--- src/design/link_frame_seq_checksum_assert.svh ---
// Assertion macros for the link framing block.
// Define ASSERT_OFF to compile every check to nothing.
`ifndef LINK_FRAME_SEQ_CHECKSUM_ASSERT_SVH
`define LINK_FRAME_SEQ_CHECKSUM_ASSERT_SVH
`ifndef ASSERT_OFF
`define LFSC_ASSERT_IMP(label, clk, rst_n, ante, cons) \
    label: assert property (@(posedge clk) disable iff (!rst_n) (ante) |-> (cons)) \
        else $error("lfsc: same-cycle check failed");
`define LFSC_ASSERT_NXT(label, clk, rst_n, ante, cons) \
    label: assert property (@(posedge clk) disable iff (!rst_n) (ante) |=> (cons)) \
        else $error("lfsc: next-cycle check failed");
`else
`define LFSC_ASSERT_IMP(label, clk, rst_n, ante, cons)
`define LFSC_ASSERT_NXT(label, clk, rst_n, ante, cons)
`endif
`endif

--- src/design/lfsc_pkg.sv ---
// Package for the link framing block: payload types, codes, checksum function.
// Used by link_frame_seq_checksum; depends on nothing.
`default_nettype none
package lfsc_pkg;

    localparam int PACKET_BYTES = 256;
    localparam int CNT_W        = $clog2(PACKET_BYTES + 3);
    localparam int LEN_W        = 9;
    localparam int RUN_MAX      = 6;
    localparam int RUN_W        = 3;

    localparam logic       OP_RX = 1'b0;
    localparam logic       OP_TX = 1'b1;

    localparam logic [1:0] KIND_RX_DATA = 2'd0;
    localparam logic [1:0] KIND_RX_END  = 2'd1;
    localparam logic [1:0] KIND_TX_BYTE = 2'd2;

    localparam logic [2:0] ST_OK        = 3'd0;
    localparam logic [2:0] ST_OK_FORCED = 3'd1;
    localparam logic [2:0] ST_SHORT     = 3'd2;
    localparam logic [2:0] ST_BAD_SUM   = 3'd3;
    localparam logic [2:0] ST_BAD_SEQ   = 3'd4;
    localparam logic [2:0] ST_LONG      = 3'd5;

    localparam logic [7:0] REG_START     = 8'd0;
    localparam logic [7:0] REG_STOP      = 8'd1;
    localparam logic [7:0] REG_SEQ_LOW   = 8'd2;
    localparam logic [7:0] REG_SEQ_HIGH  = 8'd3;
    localparam logic [7:0] REG_SEQ_FORCE = 8'd4;
    localparam logic [7:0] REG_SUM_SHIFT = 8'd5;
    localparam logic [7:0] REG_SUM_MASK  = 8'd6;
    localparam logic [7:0] REG_SUM_OFS   = 8'd7;

    localparam logic [7:0] RST_START     = 8'd1;
    localparam logic [7:0] RST_STOP      = 8'd2;
    localparam logic [7:0] RST_SEQ_LOW   = 8'd48;
    localparam logic [7:0] RST_SEQ_HIGH  = 8'd57;
    localparam logic [7:0] RST_SEQ_FORCE = 8'd33;
    localparam logic [2:0] RST_SUM_SHIFT = 3'd0;
    localparam logic [7:0] RST_SUM_MASK  = 8'd63;
    localparam logic [7:0] RST_SUM_OFS   = 8'd32;

    localparam logic [7:0] LINE_END = 8'h0d;

    typedef struct packed {
        logic       op;
        logic [7:0] data;
        logic       end_of_payload;
        logic       force_seq;
    } t_in;

    typedef struct packed {
        logic [1:0]       kind;
        logic [7:0]       value;
        logic [2:0]       status;
        logic [LEN_W-1:0] payload_length;
        logic             last;
    } t_out;

    function automatic logic [7:0] make_check(
        input logic [7:0] sum,
        input logic [2:0] shift,
        input logic [7:0] mask,
        input logic [7:0] offset
    );
        logic signed [7:0] sh;
        sh = $signed(sum) >>> shift;
        return (8'(sh) & mask) + offset;
    endfunction

endpackage
`default_nettype wire

--- src/design/link_frame_seq_checksum.sv ---
// Link framing block top level: receive deframing and transmit framing.
// Depends on lfsc_pkg and link_frame_seq_checksum_assert.svh.
//
// Usage:
//   Input channel (i_in_valid/o_in_ready, i_in_data) carries one byte per
//   transaction: op 0 is a received line byte, op 1 a payload byte to send.
//   Output channel (o_out_valid/i_out_ready, o_out_data) carries one result
//   per transaction; last marks the final result caused by one input.
//   Config channel (i_cfg_valid/o_cfg_ready) is always ready; write only
//   while the block is idle.
//   The first result of a transaction is valid the cycle after it
//   is accepted. An input causes 0 to 6 results, sent from a shift
//   register one per cycle while the receiver is ready; the next input is
//   accepted in the cycle the last of them is taken. Inputs that cause no
//   result are taken every cycle while no run is pending.
//   A stalled receiver holds the current result and blocks new input until
//   the pending run drains.
//   Reset (synchronous, active low) loads register defaults, sets both
//   sequence counters to the default low value and clears the frame state.
`default_nettype none
module link_frame_seq_checksum (
    input  wire              i_clk,
    input  wire              i_rst_n,
    input  wire              i_in_valid,
    output logic             o_in_ready,
    input  lfsc_pkg::t_in    i_in_data,
    output logic             o_out_valid,
    input  wire              i_out_ready,
    output lfsc_pkg::t_out   o_out_data,
    input  wire              i_cfg_valid,
    output logic             o_cfg_ready,
    input  wire [7:0]        i_cfg_index,
    input  wire [7:0]        i_cfg_data
);
    import lfsc_pkg::*;

    logic [7:0]       r_start, r_stop, r_seq_low, r_seq_high, r_seq_force;
    logic [2:0]       r_sum_shift;
    logic [7:0]       r_sum_mask, r_sum_ofs;

    logic             r_rx_in_frame, n_rx_in_frame;
    logic [CNT_W-1:0] r_rx_count, n_rx_count;
    logic [7:0]       r_rx_held [2];
    logic [7:0]       n_rx_held [2];
    logic [7:0]       r_rx_sum, n_rx_sum;
    logic [7:0]       r_rx_exp, n_rx_exp;
    logic [7:0]       r_tx_seq, n_tx_seq;
    logic             r_tx_in_frame, n_tx_in_frame;
    logic [7:0]       r_tx_sum, n_tx_sum;

    logic             r_out_valid, n_out_valid;
    logic [RUN_W-1:0] r_rem, n_rem;
    logic [1:0]       r_kind, n_kind;
    logic [2:0]       r_status, n_status;
    logic [LEN_W-1:0] r_len, n_len;
    logic [7:0]       r_val [RUN_MAX];
    logic [7:0]       n_val [RUN_MAX];

    logic             in_acc, out_acc, cfg_acc;
    logic             is_term;
    logic [7:0]       rx_seq, rx_chk;
    logic [7:0]       tx_base, tx_sum1, tx_seqb, tx_sum2, tx_chk;
    logic [7:0]       tx_tail [5];

    assign o_cfg_ready = 1'b1;
    assign cfg_acc     = i_cfg_valid & o_cfg_ready;
    assign o_in_ready  = !r_out_valid || (i_out_ready && r_rem == RUN_W'(1));
    assign in_acc      = i_in_valid & o_in_ready;
    assign out_acc     = r_out_valid & i_out_ready;

    assign is_term = (i_in_data.data == r_stop) || (i_in_data.data == r_start);
    assign rx_seq  = r_rx_held[0];
    assign rx_chk  = make_check(r_rx_sum + rx_seq, r_sum_shift, r_sum_mask, r_sum_ofs);
    assign tx_base = r_tx_in_frame ? r_tx_sum : 8'd0;
    assign tx_sum1 = tx_base + i_in_data.data;
    assign tx_seqb = i_in_data.force_seq ? r_seq_force : r_tx_seq;
    assign tx_sum2 = tx_sum1 + tx_seqb;
    assign tx_chk  = make_check(tx_sum2, r_sum_shift, r_sum_mask, r_sum_ofs);

    assign tx_tail[0] = i_in_data.data;
    assign tx_tail[1] = tx_seqb;
    assign tx_tail[2] = tx_chk;
    assign tx_tail[3] = r_stop;
    assign tx_tail[4] = LINE_END;

    always_comb begin
        n_rx_in_frame = r_rx_in_frame;
        n_rx_count    = r_rx_count;
        n_rx_held     = r_rx_held;
        n_rx_sum      = r_rx_sum;
        n_rx_exp      = r_rx_exp;
        n_tx_seq      = r_tx_seq;
        n_tx_in_frame = r_tx_in_frame;
        n_tx_sum      = r_tx_sum;
        n_out_valid   = r_out_valid;
        n_rem         = r_rem;
        n_kind        = r_kind;
        n_status      = r_status;
        n_len         = r_len;
        n_val         = r_val;

        if (out_acc) begin
            if (r_rem > RUN_W'(1)) begin
                for (int i = 0; i < RUN_MAX - 1; i++) begin
                    n_val[i] = r_val[i + 1];
                end
                n_rem = r_rem - RUN_W'(1);
            end else begin
                n_out_valid = 1'b0;
                n_rem       = '0;
            end
        end

        if (in_acc) begin
            if (i_in_data.op == OP_RX) begin
                if (!r_rx_in_frame) begin
                    if (i_in_data.data == r_start) begin
                        n_rx_in_frame = 1'b1;
                        n_rx_count    = '0;
                        n_rx_sum      = 8'd0;
                    end
                end else if (is_term) begin
                    n_rx_in_frame = 1'b0;
                    n_out_valid   = 1'b1;
                    n_rem         = RUN_W'(1);
                    n_kind        = KIND_RX_END;
                    n_val[0]      = 8'd0;
                    n_len         = '0;
                    if (r_rx_count < CNT_W'(2)) begin
                        n_status = ST_SHORT;
                    end else begin
                        n_len = LEN_W'(r_rx_count - CNT_W'(2));
                        if (rx_chk != r_rx_held[1]) begin
                            n_status = ST_BAD_SUM;
                        end else if (rx_seq == r_seq_force) begin
                            n_rx_exp = r_seq_low;
                            n_tx_seq = r_seq_low;
                            n_status = ST_OK_FORCED;
                        end else if (rx_seq != r_rx_exp) begin
                            n_status = ST_BAD_SEQ;
                        end else begin
                            n_rx_exp = (r_rx_exp == r_seq_high) ? r_seq_low
                                                                : r_rx_exp + 8'd1;
                            n_status = ST_OK;
                        end
                    end
                end else if (r_rx_count >= CNT_W'(PACKET_BYTES + 2)) begin
                    n_rx_in_frame = 1'b0;
                    n_out_valid   = 1'b1;
                    n_rem         = RUN_W'(1);
                    n_kind        = KIND_RX_END;
                    n_val[0]      = 8'd0;
                    n_status      = ST_LONG;
                    n_len         = LEN_W'(PACKET_BYTES);
                end else begin
                    if (r_rx_count >= CNT_W'(2)) begin
                        n_out_valid  = 1'b1;
                        n_rem        = RUN_W'(1);
                        n_kind       = KIND_RX_DATA;
                        n_val[0]     = r_rx_held[0];
                        n_status     = ST_OK;
                        n_len        = '0;
                        n_rx_sum     = r_rx_sum + r_rx_held[0];
                        n_rx_held[0] = r_rx_held[1];
                        n_rx_held[1] = i_in_data.data;
                    end else if (r_rx_count[0]) begin
                        n_rx_held[1] = i_in_data.data;
                    end else begin
                        n_rx_held[0] = i_in_data.data;
                    end
                    n_rx_count = r_rx_count + CNT_W'(1);
                end
            end else begin
                n_out_valid = 1'b1;
                n_kind      = KIND_TX_BYTE;
                n_status    = ST_OK;
                n_len       = '0;
                if (!r_tx_in_frame) begin
                    n_val[0] = r_start;
                    for (int i = 0; i < RUN_MAX - 1; i++) begin
                        n_val[i + 1] = tx_tail[i];
                    end
                end else begin
                    for (int i = 0; i < RUN_MAX - 1; i++) begin
                        n_val[i] = tx_tail[i];
                    end
                    n_val[RUN_MAX - 1] = 8'd0;
                end
                n_rem = (r_tx_in_frame ? RUN_W'(1) : RUN_W'(2))
                      + (i_in_data.end_of_payload ? RUN_W'(4) : RUN_W'(0));
                if (i_in_data.end_of_payload) begin
                    if (tx_seqb == r_seq_force) begin
                        n_tx_seq = r_seq_low;
                        n_rx_exp = r_seq_low;
                    end else begin
                        n_tx_seq = (tx_seqb == r_seq_high) ? r_seq_low : tx_seqb + 8'd1;
                    end
                    n_tx_in_frame = 1'b0;
                    n_tx_sum      = 8'd0;
                end else begin
                    n_tx_in_frame = 1'b1;
                    n_tx_sum      = tx_sum1;
                end
            end
        end
    end

    always_ff @(posedge i_clk) begin
        if (!i_rst_n) begin
            r_start       <= RST_START;
            r_stop        <= RST_STOP;
            r_seq_low     <= RST_SEQ_LOW;
            r_seq_high    <= RST_SEQ_HIGH;
            r_seq_force   <= RST_SEQ_FORCE;
            r_sum_shift   <= RST_SUM_SHIFT;
            r_sum_mask    <= RST_SUM_MASK;
            r_sum_ofs     <= RST_SUM_OFS;
            r_rx_in_frame <= 1'b0;
            r_rx_count    <= '0;
            r_rx_sum      <= 8'd0;
            r_rx_exp      <= RST_SEQ_LOW;
            r_tx_seq      <= RST_SEQ_LOW;
            r_tx_in_frame <= 1'b0;
            r_tx_sum      <= 8'd0;
            r_out_valid   <= 1'b0;
            r_rem         <= '0;
        end else begin
            if (cfg_acc) begin
                unique case (i_cfg_index)
                    REG_START:     r_start     <= i_cfg_data;
                    REG_STOP:      r_stop      <= i_cfg_data;
                    REG_SEQ_LOW:   r_seq_low   <= i_cfg_data;
                    REG_SEQ_HIGH:  r_seq_high  <= i_cfg_data;
                    REG_SEQ_FORCE: r_seq_force <= i_cfg_data;
                    REG_SUM_SHIFT: r_sum_shift <= i_cfg_data[2:0];
                    REG_SUM_MASK:  r_sum_mask  <= i_cfg_data;
                    REG_SUM_OFS:   r_sum_ofs   <= i_cfg_data;
                    default: ;
                endcase
            end
            r_rx_in_frame <= n_rx_in_frame;
            r_rx_count    <= n_rx_count;
            r_rx_sum      <= n_rx_sum;
            r_rx_exp      <= n_rx_exp;
            r_tx_seq      <= n_tx_seq;
            r_tx_in_frame <= n_tx_in_frame;
            r_tx_sum      <= n_tx_sum;
            r_out_valid   <= n_out_valid;
            r_rem         <= n_rem;
        end
    end

    always_ff @(posedge i_clk) begin
        r_rx_held <= n_rx_held;
        r_kind    <= n_kind;
        r_status  <= n_status;
        r_len     <= n_len;
        r_val     <= n_val;
    end

    assign o_out_valid               = r_out_valid;
    assign o_out_data.kind           = r_kind;
    assign o_out_data.value          = r_val[0];
    assign o_out_data.status         = r_status;
    assign o_out_data.payload_length = r_len;
    assign o_out_data.last           = (r_rem == RUN_W'(1));

`include "link_frame_seq_checksum_assert.svh"

    `LFSC_ASSERT_IMP(a_valid_has_run, i_clk, i_rst_n, r_out_valid,
                     r_rem != '0 && r_rem <= RUN_W'(RUN_MAX))
    `LFSC_ASSERT_IMP(a_rx_single, i_clk, i_rst_n, r_out_valid && r_kind != KIND_TX_BYTE,
                     r_rem == RUN_W'(1))
    `LFSC_ASSERT_IMP(a_count_bound, i_clk, i_rst_n, 1'b1,
                     r_rx_count <= CNT_W'(PACKET_BYTES + 2))
    `LFSC_ASSERT_NXT(a_tx_tail_run, i_clk, i_rst_n,
                     in_acc && i_in_data.op == OP_TX && i_in_data.end_of_payload,
                     r_out_valid && r_rem >= RUN_W'(5) && !r_tx_in_frame)
    `LFSC_ASSERT_NXT(a_rx_end_hunts, i_clk, i_rst_n,
                     in_acc && i_in_data.op == OP_RX && r_rx_in_frame && is_term,
                     !r_rx_in_frame && r_out_valid && r_kind == KIND_RX_END)

endmodule
`default_nettype wire
--- config.mk ---
export PLATFORM = sky130hd
export DESIGN_NAME = link_frame_seq_checksum
export DESIGN_NICKNAME = d
export VERILOG_FILES = /design/src/design/lfsc_pkg.sv /design/src/design/link_frame_seq_checksum.sv
export VERILOG_INCLUDE_DIRS = /design/src /design/src/design
export SDC_FILE = /design/constraint.sdc
export NUM_CORES = 1
export LEC_CHECK = 0
export BUFFER_PORTS_ARGS = -buffer_cell sky130_fd_sc_hd__buf_2
export CAP_MARGIN = 40
export CORE_UTILIZATION = 40
export DETAILED_ROUTE_END_ITERATION = 6
export HOLD_SLACK_MARGIN = 0.06
export PLACE_DENSITY_LB_ADDON = 0.15
export SLEW_MARGIN = 20
export SYNTH_ARGS = -nofsm -noshare
export SYNTH_HDL_FRONTEND = slang
export SYNTH_SLANG_ARGS = --single-unit
--- constraint.sdc ---
create_clock -name i_clk -period 6.47 [get_ports i_clk]
set_input_delay 0.3235 -clock i_clk [delete_from_list [all_inputs] [get_ports i_clk]]
set_output_delay 0.3235 -clock i_clk [all_outputs]
set_load 0.02 [all_outputs]
### After elaboration in Yosys (flattened, before gate mapping)

Index checks and enable logic that the tools add are counted.

| storage, ports and cells | value |
|---|---|
| output and inout bits | 26 |
| flip-flop bits (word level) | 184 |
| bits of input ports | 32 |

| cells by class | value |
|---|---|
| $lt $le $gt $ge | 4 |
| reductions and logical operators | 28 |
| bitwise gates (word level) | 7 |
| muxes and demuxes | 84 |
| $add $sub $neg | 11 |
| equality and inequality tests | 25 |
| shifts and indexed selects | 2 |

Operators with widths:

| cell | number |
|---|---|
| two-way mux 8 bit | 34 |
| two-way mux 40 bit | 3 |
| two-way mux 48 bit | 2 |
| two-way mux 9 bit | 9 |
| two-way mux 3 bit | 17 |
| equality test 8 bit | 6 |
| adder 8 bit | 5 |
| equality test 8 x 3 -> 1 bit, second input constant | 4 |
| AND reduction 2 bit | 10 |
| AND reduction 6 bit | 3 |
| adder 8 x 1 -> 8 bit, second input constant | 2 |
| bitwise AND 8 bit | 2 |
| equality test 8 x 2 -> 1 bit, second input constant | 2 |
| two-way mux 16 bit | 1 |
| inequality test 8 bit | 2 |
| >>> shifter 8 x 3 -> 8 bit | 2 |
| two-way mux 1 bit | 13 |
| two-way mux 2 bit | 5 |
| inequality test 2 bit, second input constant | 5 |
| nonzero test 2 bit | 5 |
| adder 9 x 1 -> 9 bit, second input constant | 1 |
| >= comparator 9 x 2 -> 1 bit, second input constant | 1 |
| >= comparator 9 bit, second input constant | 1 |
| less-than comparator 9 x 2 -> 1 bit, second input constant | 1 |
| other kinds (19) | 25 |

### Depth between registers and ports, before layout

| logic depth | value |
|---|---|
| depth in word-level cells | 10 |
| mapped depth | 30 |
| depth with buffers taken out | 28 |

### Worst setup path before layout

No wires, ideal clock.

| timing path | value |
|---|---|
| kind | register to register |
| start | reg r_tx_in_frame |
| end | reg r_val[23] (netlist name) |
| cell stages (with the launch flop) | 24 |
| data arrival time | 5.326 ns |
| clock period less this slack | 5.442 ns |
| path slack | 1.028 ns |
| library setup time | 0.116 ns |
| path through | dfxtp_1 > clkbuf_1 > clkbuf_1 > and2_1 > ha_1 > fa_1 > a21o_1 > a21oi_1 > xnor2_1 > ha_1 > and3_1 > a221o_1 > o41ai_1 > xnor2_1 > xnor2_1 > mux4_2 > nor2_1 > ha_1 > a21oi_1 > o21ai_0 > o41ai_1 > xnor2_1 > nand4_1 > a31o_2 |

RTL lines:

| item | RTL line | RTL |
|---|---|---|
| from (decl) | link_frame_seq_checksum.sv:48 | `logic r_tx_in_frame, n_tx_in_frame;` |
| from (signal assigned) | link_frame_seq_checksum.sv:246 | `r_tx_in_frame <= n_tx_in_frame;` |
| to (signal assigned) | link_frame_seq_checksum.sv:258 | `r_val <= n_val;` |
| to (decl) | link_frame_seq_checksum.sv:56 | `logic [7:0] r_val [RUN_MAX];` |

==> flow_summary.json <==
{
  "initial_utilization_pct": 40.86,
  "synthFlopType": "dfxtp_1",
  "track_usage_pct": 23.52,
  "place.gp.congestion": 0.8607,
  "worst_pin_slew_ns": 0.8830,
  "final_cells": 1567,
  "hpwlAfterDp_mm": 23.03,
  "path_class": "reg2reg",
  "largest_registers": "r_val (33), r_len (9), r_rx_count (9)",
  "drt-initial-drc-count": 617,
  "ant_nets": 0,
  "rsz0062_at_grt": "no",
  "vias_per_cell": 5.493,
  "overflow": 0,
  "worst_setup_path_start_kind": "flip-flop",
  "num-nets-final": 1300,
  "dpl.cell_count": 1534,
  "slew_viol_final": 0,
  "yosysTopAreaCellShare_pct": 27.45,
  "diodes": 0,
  "status": "finished, final reports clean",
  "ys_seq_area_share_pct": 36.20,
  "ir_worst_vdd_mv": 0.1274,
  "dp_slack_ns": 0.8032,
  "setup_tns_ns": 0,
  "finalCriticalPeriod_ns": 5.663,
  "grt_max_degree": 50,
  "drt-total-wl_mm": 31.15,
  "vias": 8608,
  "synth.most_common_cell": "dfxtp_1",
  "dieArea_sq_um": 27270,
  "cts_buffers": 17,
  "post_drt_wl_per_cell_microns": 19.88,
  "async_flop_share_pct": 0,
  "setup_viol": 0,
  "cp.arrival_ns": 6.00,
  "fin_hold_ws_ns": 0.2169,
  "core_area_sq_um": 26060,
  "hold_class": "in2reg",
  "rows": 59,
  "hold_viol_final": 0,
  "yosysTopAreaCell": "dfxtp_1",
  "clk_path_buf_depth": 2,
  "syn_to_final_growth_pct": 11.26,
  "die_y_microns": 165.1,
  "io_buffer_count": 56,
  "antenna_found_initial": 0,
  "p_leak_nw": 4.943,
  "synth_nets": 1272,
  "maxCapViolCount": 0,
  "cp-end-kind": "flip-flop",
  "cts_tree": "yes",
  "max_freq_mhz": 176.6,
  "critical_path.max_fanout": 5,
  "netlist_instances": 1191,
  "cts.repair.resized": 0,
  "post_cts_buffers": 0,
  "grt_pass1_wl_mm": 47.67,
  "synthDistinctLibCells": 71,
  "cp.required_ns": 6.80,
  "die_x_microns": 165.1,
  "top_register": "r_val",
  "synth_edf_count": 31,
  "synth_common_cells": "dfxtp_1, nor2_1, nand2_1",
  "io_pins": 58,
  "drt_first_pass_iters": 5,
  "finClkSkew_ns": 0.01724,
  "avgSynthCellArea_sq_um": 8.939,
  "hold_buffers": 0,
  "clock_latency_ns": 0.45,
  "netlist_area_sq_um": 10650,
  "ctsHtreeMaxLevel": 4,
  "cts_sinks": 177,
  "drc": 0,
  "drive_gt1_share_pct": 13.07,
  "synth_warnings": 0,
  "final_util_pct": 45.46,
  "cts.clk_slew.worst_paths_ns": 0.08,
  "powerDensity_nw_per_um2": 218.0,
  "slew_headroom_pct": 40.59,
  "synth-seq-cells": 177,
  "clockRootBuffer": "clkbuf_16",
  "postLayoutSetupSlackWorst_ns": 0.8072,
  "grt_pass1_vias": 8065,
  "synth.top_cells.by_area": "dfxtp_1, mux2i_1, edfxtp_1",
  "largest_reg_flops": 33,
  "fin_crit_sh_pct": 87.52
}
-- final timing paths --
kind              slack, ns           to  depth (start not counted)           from
hold / removal         0.22  o_out_valid                          4    i_out_ready
setup reg to reg       0.81    r_val[23]                         25  r_tx_in_frame
hold reg to reg        0.48    r_val[25]                          2      r_val[17]
setup / recovery       0.81    r_val[23]                         25  r_tx_in_frame
-- metrics by stage --
stage,power (mW),instance area [sq um]
global route,2.679,11850
detailed placement,1.540,11230
finish,2.582,11850
floorplan,1.443,10650
global placement,1.535,11170
CTS,2.600,11840
-- worst max-delay path, cell delays in order, from the launching register on --
cell and delay (ns):
dfxtp_1 0.33, and2_1 0.15, ha_1 0.21, fa_1 0.43, a21o_1 0.17, a21oi_1 0.20
o21bai_1 0.10, a21oi_1 0.18, xnor2_1 0.20, ha_1 0.33, nor3b_1 0.17, a21oi_1 0.11
o21ai_0 0.09, a211oi_1 0.47, mux2i_1 0.25, nor2_1 0.14, a211oi_1 0.07, o21a_1 0.20
ha_1 0.27, a21o_1 0.17, a21oi_1 0.21, o21ai_0 0.16, o41ai_1 0.32, xnor2_1 0.24
nand4_1 0.13, a31o_2 0.25
-- kinds of logic after synthesis --
family | synth area share [%]
mux | 12.43
simple gates | 16.57
other cells | 0.03522
compound gates | 14.43
xor+xnor | 9.872
buf+inv | 4.348
fa+ha+maj | 6.111
flops | 36.20
-- metal layers --
metal,global-route usage (%),vias up,share of wire [%]
met3,3.297,19,3.9
li1,-,4252,-
met1,33.49,4134,49
met2,37.14,203,46
met4,5.796,0,1.3
met5,0,-,0
-- placed cells by master (no fill, tap or decap), types with 26 or more instances in the layout --
master,count
dfxtp_1,146
o21ai_0,30
a31oi_1,26
edfxtp_1,31
inv_1,35
a21oi_1,56
xor2_1,38
nand2_1,121
buf_2,56
mux2i_1,103
ha_1,44
xnor2_1,82
nor2_1,143
-- final cells by class --
class	count	area, sq um
timing repair buffer	80	475.5
multi-input combinational	905	6344
clock inverter	15	185.2
inverter	38	142.6
fill	2502	14210
clock buffer	17	425.4
sequential	177	3854
tap	335	419.2
-- report_power, final --
group | total [mW] | switching (mW) | internal (mW) | leakage, nW
clock network | 1.07 | 0.538 | 0.528 | 0.297
logic | 0.311 | 0.195 | 0.116 | 3.17
registers | 1.21 | 0.0311 | 1.17 | 1.48
No activity file was read; power rests on OpenSTA's default activity.
